$ cat src/hdl/rsp_pkg.sv
// Shared types, constants and GF(2^8) helpers for the RS parity encoder.
package rsp_pkg;

    typedef logic [7:0] t_byte;

    // Control broadcast to every remainder cell.
    typedef struct packed {
        logic  shift;
        t_byte fb;
    } t_cell_ctrl;

    localparam logic [8:0] GF_POLY = 9'h11d;
    localparam int MAX_PARITY = 64;

    function automatic t_byte gf_mul(t_byte a, t_byte b);
        logic [8:0] x;
        t_byte      acc;
        x   = {1'b0, a};
        acc = '0;
        for (int i = 0; i < 8; i++) begin
            if (b[i]) acc = acc ^ x[7:0];
            x = {x[7:0], 1'b0};
            if (x[8]) x = x ^ GF_POLY;
        end
        return acc;
    endfunction

    // Coefficient of x^idx in the generator with roots alpha^1 .. alpha^p.
    function automatic t_byte gen_coef(int unsigned p, int unsigned idx);
        t_byte g [0:MAX_PARITY];
        t_byte root;
        for (int k = 0; k <= MAX_PARITY; k++) g[k] = '0;
        g[0] = 8'h01;
        root = 8'h01;
        for (int i = 1; i <= p; i++) begin
            root = gf_mul(root, 8'h02);
            for (int j = i; j > 0; j--) g[j] = g[j - 1] ^ gf_mul(g[j], root);
            g[0] = gf_mul(g[0], root);
        end
        return g[idx];
    endfunction

endpackage

$ cat src/hdl/rsp_ifs.sv
// Valid/ready stream interfaces for message bytes and parity bytes.
interface rsp_in_if;
    logic       valid;
    logic       ready;
    logic [7:0] data_byte;
    logic       last;

    modport source (output valid, output data_byte, output last, input ready);
    modport sink (input valid, input data_byte, input last, output ready);
endinterface

interface rsp_out_if;
    logic       valid;
    logic       ready;
    logic [7:0] parity_byte;
    logic       last_parity;

    modport source (output valid, output parity_byte, output last_parity, input ready);
    modport sink (input valid, input parity_byte, input last_parity, output ready);
endinterface

$ cat src/hdl/rsp_cell.sv
// One remainder byte of the LFSR: takes its neighbor's byte plus a tap product.
module rsp_cell
    import rsp_pkg::*;
#(
    parameter logic [7:0] COEF = 8'h01
) (
    input  logic       i_clk,
    input  logic       i_rst_n,
    input  t_cell_ctrl i_ctrl,
    input  t_byte      i_next,
    output t_byte      o_byte
);

    t_byte r_byte;
    t_byte n_byte;

    always_comb begin
        n_byte = r_byte;
        if (i_ctrl.shift) n_byte = i_next ^ gf_mul(i_ctrl.fb, COEF);
    end

    always_ff @(posedge i_clk) begin
        if (!i_rst_n) begin
            r_byte <= '0;
        end else begin
            r_byte <= n_byte;
        end
    end

    assign o_byte = r_byte;

endmodule

$ cat src/hdl/rsp_chain.sv
// Row of remainder cells; cell 0 holds the highest coefficient.
module rsp_chain
    import rsp_pkg::*;
#(
    parameter int PARITY_COUNT = 32
) (
    input  logic       i_clk,
    input  logic       i_rst_n,
    input  t_cell_ctrl i_ctrl,
    output t_byte      o_head
);

    t_byte w_cell [0:PARITY_COUNT];

    // Zero enters behind the last cell.
    assign w_cell[PARITY_COUNT] = '0;

    for (genvar j = 0; j < PARITY_COUNT; j++) begin : g_cell
        rsp_cell #(
            .COEF (gen_coef(PARITY_COUNT, PARITY_COUNT - 1 - j))
        ) u_cell (
            .i_clk   (i_clk),
            .i_rst_n (i_rst_n),
            .i_ctrl  (i_ctrl),
            .i_next  (w_cell[j + 1]),
            .o_byte  (w_cell[j])
        );
    end

    assign o_head = w_cell[0];

endmodule

$ cat src/hdl/reed_solomon_parity_encoder.sv
// Systematic RS(255,223) parity encoder, top level.
//
// Message bytes arrive on i_in (data_byte, last); parity bytes leave on o_out
// (parity_byte, last_parity). Each accepted byte updates a row of
// PARITY_COUNT remainder cells at once, so the block takes one message byte
// per cycle while i_in.ready is high. A codeword closes on a byte flagged
// last or on the DATA_COUNT-th byte. A short message is padded with zero
// bytes, one per cycle, while i_in.ready is low. Then PARITY_COUNT parity bytes
// are shown straight from the head cell, one per o_out transfer, the final one
// with last_parity. Each transfer shifts the row and clears it behind the data.
// Input is held off from the closing byte until the final parity transfer.
// The first parity byte follows the closing byte once any zero padding is done.
// If the receiver stalls, the parity byte holds and the block waits.
// Bytes after a full message that lacked last are taken and dropped up to and
// including the next byte flagged last.
// Reset clears the remainder cells, counters and drop flag; the block comes
// out of reset ready for input.
module reed_solomon_parity_encoder
    import rsp_pkg::*;
#(
    parameter int PARITY_COUNT = 32,
    parameter int DATA_COUNT   = 223
) (
    input  logic      i_clk,
    input  logic      i_rst_n,
    rsp_in_if.sink    i_in,
    rsp_out_if.source o_out
);

    localparam int CW = $clog2(DATA_COUNT + 1);
    localparam int IW = $clog2(PARITY_COUNT);

    localparam logic [1:0] ST_IDLE = 2'd0;
    localparam logic [1:0] ST_PAD  = 2'd1;
    localparam logic [1:0] ST_EMIT = 2'd2;

    logic [1:0]    r_state, n_state;
    logic [CW-1:0] r_count, n_count;
    logic [IW-1:0] r_idx, n_idx;
    logic          r_drop, n_drop;

    logic          w_in_xfer;
    logic          w_out_xfer;
    logic [CW:0]   w_count_inc;
    logic          w_full;
    logic          w_idx_last;
    t_byte         w_head;
    t_cell_ctrl    w_ctrl;

    assign w_in_xfer   = i_in.valid && i_in.ready;
    assign w_out_xfer  = o_out.valid && o_out.ready;
    assign w_count_inc = {1'b0, r_count} + (CW + 1)'(1);
    assign w_full      = (w_count_inc == (CW + 1)'(DATA_COUNT));
    assign w_idx_last  = (r_idx == IW'(PARITY_COUNT - 1));

    rsp_chain #(
        .PARITY_COUNT (PARITY_COUNT)
    ) u_chain (
        .i_clk   (i_clk),
        .i_rst_n (i_rst_n),
        .i_ctrl  (w_ctrl),
        .o_head  (w_head)
    );

    always_comb begin
        n_state     = r_state;
        n_count     = r_count;
        n_idx       = r_idx;
        n_drop      = r_drop;
        w_ctrl.shift = 1'b0;
        w_ctrl.fb    = '0;
        case (r_state)
            ST_IDLE: begin
                if (w_in_xfer) begin
                    if (r_drop) begin
                        if (i_in.last) n_drop = 1'b0;
                    end else begin
                        w_ctrl.shift = 1'b1;
                        w_ctrl.fb    = i_in.data_byte ^ w_head;
                        if (w_full) begin
                            n_state = ST_EMIT;
                            n_count = '0;
                            n_drop  = !i_in.last;
                        end else begin
                            n_count = w_count_inc[CW-1:0];
                            if (i_in.last) n_state = ST_PAD;
                        end
                    end
                end
            end
            ST_PAD: begin
                // zero byte in: feedback is the head alone
                w_ctrl.shift = 1'b1;
                w_ctrl.fb    = w_head;
                if (w_full) begin
                    n_state = ST_EMIT;
                    n_count = '0;
                end else begin
                    n_count = w_count_inc[CW-1:0];
                end
            end
            ST_EMIT: begin
                if (w_out_xfer) begin
                    // plain shift toward the head, zeros fill from the tail
                    w_ctrl.shift = 1'b1;
                    if (w_idx_last) begin
                        n_state = ST_IDLE;
                        n_idx   = '0;
                    end else begin
                        n_idx = r_idx + IW'(1);
                    end
                end
            end
            default: begin
                n_state = ST_IDLE;
            end
        endcase
    end

    always_ff @(posedge i_clk) begin
        if (!i_rst_n) begin
            r_state <= ST_IDLE;
            r_count <= '0;
            r_idx   <= '0;
            r_drop  <= 1'b0;
        end else begin
            r_state <= n_state;
            r_count <= n_count;
            r_idx   <= n_idx;
            r_drop  <= n_drop;
        end
    end

    assign i_in.ready        = (r_state == ST_IDLE);
    assign o_out.valid       = (r_state == ST_EMIT);
    assign o_out.parity_byte = w_head;
    assign o_out.last_parity = w_idx_last;

endmodule

$ cat src/flat_wrapper.sv
// flat-port wrapper written by rule: the top's interface ports become plain ports
module reed_solomon_parity_encoder_flat import rsp_pkg::*;
#(
    parameter int PARITY_COUNT = 32,
    parameter int DATA_COUNT   = 223
)
  (i_clk, i_rst_n, i_in_valid, i_in_data_byte, i_in_last, i_in_ready, o_out_valid, o_out_parity_byte, o_out_last_parity, o_out_ready);
  rsp_in_if i_in_i ();
  rsp_out_if o_out_i ();
  input  logic i_clk;
  input  logic i_rst_n;
  input wire logic [$bits(i_in_i.valid)-1:0] i_in_valid;
  input wire logic [$bits(i_in_i.data_byte)-1:0] i_in_data_byte;
  input wire logic [$bits(i_in_i.last)-1:0] i_in_last;
  output wire logic [$bits(i_in_i.ready)-1:0] i_in_ready;
  output wire logic [$bits(o_out_i.valid)-1:0] o_out_valid;
  output wire logic [$bits(o_out_i.parity_byte)-1:0] o_out_parity_byte;
  output wire logic [$bits(o_out_i.last_parity)-1:0] o_out_last_parity;
  input wire logic [$bits(o_out_i.ready)-1:0] o_out_ready;
  assign i_in_i.valid = i_in_valid;
  assign i_in_i.data_byte = i_in_data_byte;
  assign i_in_i.last = i_in_last;
  assign i_in_ready = i_in_i.ready;
  assign o_out_valid = o_out_i.valid;
  assign o_out_parity_byte = o_out_i.parity_byte;
  assign o_out_last_parity = o_out_i.last_parity;
  assign o_out_i.ready = o_out_ready;
  reed_solomon_parity_encoder #(.PARITY_COUNT(PARITY_COUNT), .DATA_COUNT(DATA_COUNT)) u_core (.i_clk(i_clk), .i_rst_n(i_rst_n), .i_in(i_in_i), .o_out(o_out_i));
endmodule
$ cat config.mk
export PLATFORM = sky130hd
export DESIGN_NAME = reed_solomon_parity_encoder_flat
export DESIGN_NICKNAME = d
export VERILOG_FILES = /design/src/hdl/rsp_pkg.sv /design/src/hdl/rsp_ifs.sv /design/src/hdl/rsp_cell.sv /design/src/hdl/rsp_chain.sv /design/src/hdl/reed_solomon_parity_encoder.sv /design/src/flat_wrapper.sv
export SDC_FILE = /design/constraint.sdc
export NUM_CORES = 1
export LEC_CHECK = 0
export BUFFER_PORTS_ARGS = -buffer_cell sky130_fd_sc_hd__buf_2
export CAP_MARGIN = 20
export CORE_UTILIZATION = 50
export DETAILED_ROUTE_END_ITERATION = 7
export HOLD_SLACK_MARGIN = 0.05
export PLACE_DENSITY = 0.76
export SLEW_MARGIN = 25
export SYNTH_ARGS = -nofsm -noshare
export SYNTH_HDL_FRONTEND = slang
export SYNTH_SLANG_ARGS = --single-unit
$ cat constraint.sdc
create_clock -name i_clk -period 5.1 [get_ports i_clk]
set_input_delay 0 -clock i_clk [delete_from_list [all_inputs] [get_ports i_clk]]
set_output_delay 0 -clock i_clk [all_outputs]
set_load 0.005 [all_outputs]
### Word-level counts from Yosys, hierarchy flattened

Index checks and enable logic that the tools add are counted.

| storage, ports and cells | value |
|---|---|
| bits in registers | 272 |

| cells by class | value |
|---|---|
| $add $sub $neg | 2 |
| reduce and logical (&&, ||, !) cells | 9 |
| muxes and demuxes | 91 |
| bitwise logic cells | 91 |
| equal/unequal tests | 10 |

Operators with widths:

| operator | count |
|---|---|
| $xor A8 B8 Y8 | 84 |
| $mux W8 | 66 |
| $mux W5 | 8 |
| $pmux W8 S2 | 2 |
| $not A4 Y4 | 7 |
| $mux W9 | 2 |
| $mux W2 | 7 |
| $add A8 B1 Y9 const B | 1 |
| $eq A9 B8 Y1 const B | 1 |
| $ne A2 B2 Y1 const B | 4 |
| $pmux W2 S3 | 1 |
| $reduce_and A6 Y1 | 1 |
| $add A5 B1 Y5 const B | 1 |
| $eq A5 B5 Y1 const B | 1 |
| $mux W1 | 4 |
| $reduce_and A2 Y1 | 2 |
| $ne A3 B3 Y1 const B | 1 |
| $pmux W1 S3 | 1 |
| $reduce_and A3 Y1 | 1 |
| $eq A2 B1 Y1 const B | 1 |
| $eq A2 B2 Y1 const B | 1 |
| $logic_and A1 B1 Y1 | 2 |
| $logic_not A2 Y1 | 1 |
| $ne A2 B1 Y1 const B | 1 |
| other kinds (2) | 2 |

### Logic depth before layout (Yosys ltp)

| logic depth | value |
|---|---|
| depth in word-level cells | 28 |
| depth in mapped cells | 14 |
| mapped depth without buffers | 9 |

### Modules after synthesis

Synthesis repeated with hierarchy kept, for this count alone.

| second synthesis, totals | value |
|---|---|
| cell total of the unflattened synthesis | 1690 |
| area total of the unflattened synthesis | 18066.1 sq um |

By module, submodules not included:

| module | instances | sequential area each (sq um) | cells an instance | area each (sq um) |
|---|---|---|---|---|
| reed_solomon_parity_encoder | 1 | 320.3 | 142 | 1171.1 |
| rsp_cell (u_core.u_chain.g_cell[0].u_cell ...) | 2 | 160.2 | 51 | 536.8 |
| rsp_cell (u_core.u_chain.g_cell[13].u_cell ...) | 2 | 160.2 | 46 | 534.3 |
| rsp_cell (u_core.u_chain.g_cell[22].u_cell ...) | 2 | 160.2 | 45 | 504.2 |
| rsp_cell (u_core.u_chain.g_cell[23].u_cell) | 1 | 160.2 | 48 | 663.1 |
| rsp_cell (u_core.u_chain.g_cell[2].u_cell) | 1 | 160.2 | 51 | 619.3 |
| rsp_cell (u_core.u_chain.g_cell[26].u_cell) | 1 | 160.2 | 48 | 606.8 |
| rsp_cell (u_core.u_chain.g_cell[21].u_cell) | 1 | 160.2 | 50 | 593.1 |
| rsp_cell (u_core.u_chain.g_cell[1].u_cell) | 1 | 160.2 | 56 | 575.6 |
| rsp_cell (u_core.u_chain.g_cell[27].u_cell) | 1 | 160.2 | 50 | 563.0 |
| rsp_cell (u_core.u_chain.g_cell[24].u_cell) | 1 | 160.2 | 50 | 556.8 |
| rsp_cell (u_core.u_chain.g_cell[31].u_cell) | 1 | 160.2 | 47 | 554.3 |
| rsp_cell (u_core.u_chain.g_cell[9].u_cell) | 1 | 160.2 | 51 | 541.8 |
| rsp_cell (u_core.u_chain.g_cell[14].u_cell) | 1 | 160.2 | 52 | 540.5 |
| 17 more rows | -- | -- | -- | -- |

### Worst setup path before layout

Ideal clock, no wire load.

| path | value |
|---|---|
| kind | register to register |
| from | register u_core.r_state[0] |
| to | register u_core.u_chain.g_cell[27].u_cell.r_byte[5] |
| arrival time | 2.724 ns |
| path slack | 2.314 ns |
| data required time | 5.038 ns |
| period minus slack after synthesis | 2.786 ns |
| path buffers | 1 |
| stages on the path, launching flop included | 11 |
| path through | dfxtp_1 buf_4 nor3b_1 o21ai_1 nand2_2 xnor3_1 nor2_4 xnor2_4 xnor3_2 or3_1 nand3_1 |

| between the ends | value |
|---|---|
| cells in the longest elaborated chain, start to end | 23 |

RTL lines:

| element | RTL line | source |
|---|---|---|
| start: declaration | reed_solomon_parity_encoder.sv:37 | `logic [1:0] r_state, n_state;` |
| start signal: assignment | reed_solomon_parity_encoder.sv:127 | `r_state <= n_state;` |
| $logic_not A2 Y1 | reed_solomon_parity_encoder.sv:72, reed_solomon_parity_encoder.sv:134 |  |
| $logic_and A1 B1 Y1 | reed_solomon_parity_encoder.sv:50 | `assign w_in_xfer = i_in.valid && i_in.ready;` |
| $mux W9 | reed_solomon_parity_encoder.sv:74 | `if (w_in_xfer) begin` |
| $pmux W8 S2 | reed_solomon_parity_encoder.sv:72 | `case (r_state)` |
| $not A4 Y4 (no source line) or $mux W5 (tied branches) | -- |  |
| $mux W5 or $mux W8 (tied branches) | rsp_pkg.sv:23, rsp_cell.sv:19 |  |
| $mux W8, or another cell as far along | rsp_cell.sv:19 | `if (i_ctrl.shift) n_byte = i_next ^ gf_mul(i_ctrl.fb, COEF);` |
| $not A4 Y4 (no source line), or another cell as far along | -- |  |
| [7 not listed] | -- |  |
| $mux W8 or $mux W5 (tied branches) | rsp_cell.sv:19, rsp_pkg.sv:23 |  |
| $xor A8 B8 Y8 or $mux W8 (tied branches) | rsp_pkg.sv:21, rsp_cell.sv:19 |  |
| $mux W8 (on tied branches) | -- |  |
| $xor A8 B8 Y8 | rsp_pkg.sv:21 | `if (b[i]) acc = acc ^ x[7:0];` |
| $mux W8 | rsp_cell.sv:19 |  |
| $xor A8 B8 Y8 | rsp_pkg.sv:21 |  |
| $mux W8 | rsp_cell.sv:19 |  |
| $xor A8 B8 Y8 | rsp_cell.sv:19 |  |
| end signal: assignment | rsp_cell.sv:26 | `r_byte <= n_byte;` |
| end: declaration | rsp_cell.sv:14 | `t_byte r_byte;` |

Parallel ways exist; a longest one is shown, timed or not. The select of a mux whose other input is x is not followed.
A chain may end at the register's enable or synchronous reset.

### Worst setup path after layout

Ends and elaborated chain as after synthesis.

==> impl_metrics.json <==
{
  "pin_count": 24,
  "routed_wl_mm": 40.6,
  "yosys_warnings": 0,
  "initial_utilization_pct": 51.0,
  "syn_area_sq_mm": 0.0152,
  "grt_pass1_vias": 11100,
  "fmax_mhz": 252,
  "cp.required_ns": 5.59,
  "cts-htree-levels": 1,
  "cts_resized": 0,
  "p_per_area_mw_per_mm2": 876,
  "n_antenna_cell": 0,
  "dpl.hpwl_mm": 27.2,
  "synth_ff_type": "dfxtp_1",
  "drive_above_1_share_pct": 8.94,
  "die_h_um": 176,
  "synth.most_common_cell": "xnor2_1",
  "cp.arrival_ns": 4.46,
  "drc": 0,
  "min-delay-start": "i_rst_n",
  "tns_ns": 0,
  "tightest_slew_ns": 1.01,
  "fillerInstances": 2614,
  "clk_path_buf_depth": 3,
  "synth_common_cells": "xnor2_1 (292), dfxtp_1 (272), nor2_1 (192)",
  "gp_congestion": 0.910,
  "worstReg2RegStart": "u_core.r_state[0]$_SDFFE_PN0P_",
  "synth_edf_count": 0,
  "hold_viol_final": 0,
  "antenna_found_initial": 0,
  "slew_headroom_pct": 32.1,
  "cts_root_buffer": "clkbuf_16",
  "rr_endpoint": "u_core.u_chain.g_cell[27].u_cell.o_byte[5]$_SDFFE_PN0P_",
  "path_class": "flip-flop to flip-flop",
  "multiInputGateArea_sq_mm": 0.00925,
  "cts_made_buffers": 30,
  "yosysTopAreaCellShare_pct": 35.8,
  "reg2reg_setup_slack_ns": 1.13,
  "post-route-period-util_pct": 77.9,
  "insertion_delay_ns": 0.55,
  "worstHoldEndpoint": "u_core.u_chain.g_cell[23].u_cell.o_byte[6]$_SDFFE_PN0P_",
  "clkTransAtPathRegs_ns": 0.06,
  "cts_hold_buf": 4,
  "reg2reg_depth": 9,
  "drt_pass1_iterations": 6,
  "wl_per_cell_um": 19.7,
  "area_growth_syn_to_layout_pct": 8.76,
  "core-area_sq_mm": 0.0298,
  "maxCapViolations": 0,
  "cts_setup_buffers": 0,
  "seq_area_sq_mm": 0.00545,
  "synth_nets": 1704,
  "cts_tree": "built",
  "hold_depth": 2,
  "dieArea_sq_mm": 0.0311,
  "synthArstFlopShare_pct": 0,
  "p_leak_uw": 0.00624,
  "grt_usage_pct": 26.2,
  "ys_ff_latch": 272,
  "peakVddDrop_mv": 0.423,
  "placed_cells": 2004,
  "hp-class": "input pin to flip-flop",
  "fin_worst_skew_ns": 0.00927,
  "ys_types": 66,
  "syn_inst": 1687,
  "power_uw": 14500,
  "num_vias": 11800,
  "gr-total-overflow": 0,
  "status": "finished clean",
  "portBuffers": 23,
  "avgViaCountPerCell": 5.72,
  "timing.critical_path.to_type": "flip-flop",
  "fin_crit_ns": 3.97,
  "worstSetupStartpointType": "flip-flop",
  "drv_slew": 0,
  "fin_nets": 1667,
  "die_w_um": 176,
  "synth_top_cells_by_area": "dfxtp_1 (36%), xnor2_1 (17%), xnor3_1 (5.9%)",
  "cts.sink_count": 272,
  "synth_area_leader_cell": "dfxtp_1",
  "layout.cells.non_filler": 2056,
  "row_count": 63,
  "grt_start_max_net_pins": 163,
  "syn_avg_cell_area_sq_um": 9.01,
  "rsz0062_at_grt": "no",
  "drtIter0Drc": 1208,
  "setup_viol": 0,
  "seq_area_frac_synth_pct": 35.8,
  "worstPathMaxFanout": 27,
  "grt_pass1_wl_mm": 63.0,
  "antenna_left": 0
}
-- layout by cell type, fill, tap and decap left out, types with 7 or more instances in the layout --
| cell type | count |
|---|---|
| clkbuf_8 | 8 |
| o21ai_0 | 33 |
| o211ai_1 | 17 |
| nor3_1 | 20 |
| xor2_1 | 58 |
| nand4_1 | 17 |
| buf_4 | 17 |
| a21oi_1 | 106 |
| nor2b_1 | 7 |
| nand2_1 | 184 |
| xnor2_4 | 7 |
| xnor3_1 | 40 |
| clkbuf_16 | 31 |
| dfxtp_1 | 271 |
| xnor2_1 | 291 |
| buf_2 | 23 |
| a211oi_1 | 118 |
| nor2_1 | 192 |
| o21ai_1 | 9 |
| nand3_1 | 32 |
| o21a_1 | 25 |
| xnor2_2 | 8 |
| or3_1 | 16 |
| and2_1 | 18 |
-- flip-flops by register name (all words and copies together), names as in the netlist --
signal	flops
u_core.r_count	8
u_core.r_drop	1
u_core.r_state	2
u_core.u_chain.g_cell.u_cell.o_byte	256
u_core.r_idx	5
-- stage by stage --
stage	worst slack [ns]	hold slack (ns)	utilization, %	cell area [sq um]
finish	1.13	0.122	55.5	16500
global route	0.997	0.130	55.5	16500
CTS	1.19	0.0897	55.5	16500
detailed placement	1.20	0.233	52.2	15600
global placement	1.25	0.210	52.1	15500
floorplan	2.31	0.110	-	15200
-- kinds of logic after synthesis --
group,synth area share (%)
and+or+nand+nor,15.9
adders and majority gates,0.329
DFF,35.8
xor gates and xnor gates,29.0
buffers and inverters,3.62
muxes,0.560
AOI/OAI and AO/OA,14.7
-- worst max-delay path, stage by stage, from the launching register on --
cell     delay (ns)
dfxtp_1        0.90
nor3b_1        0.14
o21a_1         0.30
nor2_4         0.27
xnor2_4        0.23
mux2i_4        0.85
xnor2_4        0.21
xnor3_2        0.54
or3_1          0.38
nand3_1        0.07
-- where the power goes --
part           switching, uW  total [uW]  internal [uW]
Sequential               593        3500           2910
Clock                    857        2070           1210
Combinational           4660        8900           4240
Total                   6110       14500           8360
-- layer usage --
layer | vias to the layer above | wire length, um | global-route usage [%]
met3 | 80 | 3090 | 3.77
met2 | 411 | 18700 | 42.4
li1 | 5621 | - | -
met1 | 5646 | 17200 | 35.2
met5 | - | 0 | 0
met4 | 0 | 1520 | 9.89
-- how the worst max path moves through the flow --
stage                                              start                                                 endpoint  slack (ns)
after floorplan           u_core.r_state[0]$_SDFFE_PN0P_  u_core.u_chain.g_cell[27].u_cell.o_byte[5]$_SDFFE_PN0P_        2.31
final                     u_core.r_state[0]$_SDFFE_PN0P_  u_core.u_chain.g_cell[27].u_cell.o_byte[5]$_SDFFE_PN0P_        1.13
after CTS                 u_core.r_state[0]$_SDFFE_PN0P_  u_core.u_chain.g_cell[27].u_cell.o_byte[5]$_SDFFE_PN0P_        1.19
after global routing      u_core.r_state[0]$_SDFFE_PN0P_  u_core.u_chain.g_cell[27].u_cell.o_byte[5]$_SDFFE_PN0P_         1.0
after detailed placement  u_core.r_state[0]$_SDFFE_PN0P_  u_core.u_chain.g_cell[27].u_cell.o_byte[5]$_SDFFE_PN0P_        1.20
after global placement    u_core.r_state[0]$_SDFFE_PN0P_  u_core.u_chain.g_cell[27].u_cell.o_byte[5]$_SDFFE_PN0P_        1.25
-- layout make-up --
class	instances	share of cell area [%]
Inverter	4	0.121
Multi-Input combinational cell	1293	56.0
Sequential cell	272	33.0
Clock inverter	3	0.144
Clock buffer	45	5.50
Timing Repair Buffer	49	2.36
Tap cell	390	2.95
(Power assumes the default switching activity.)
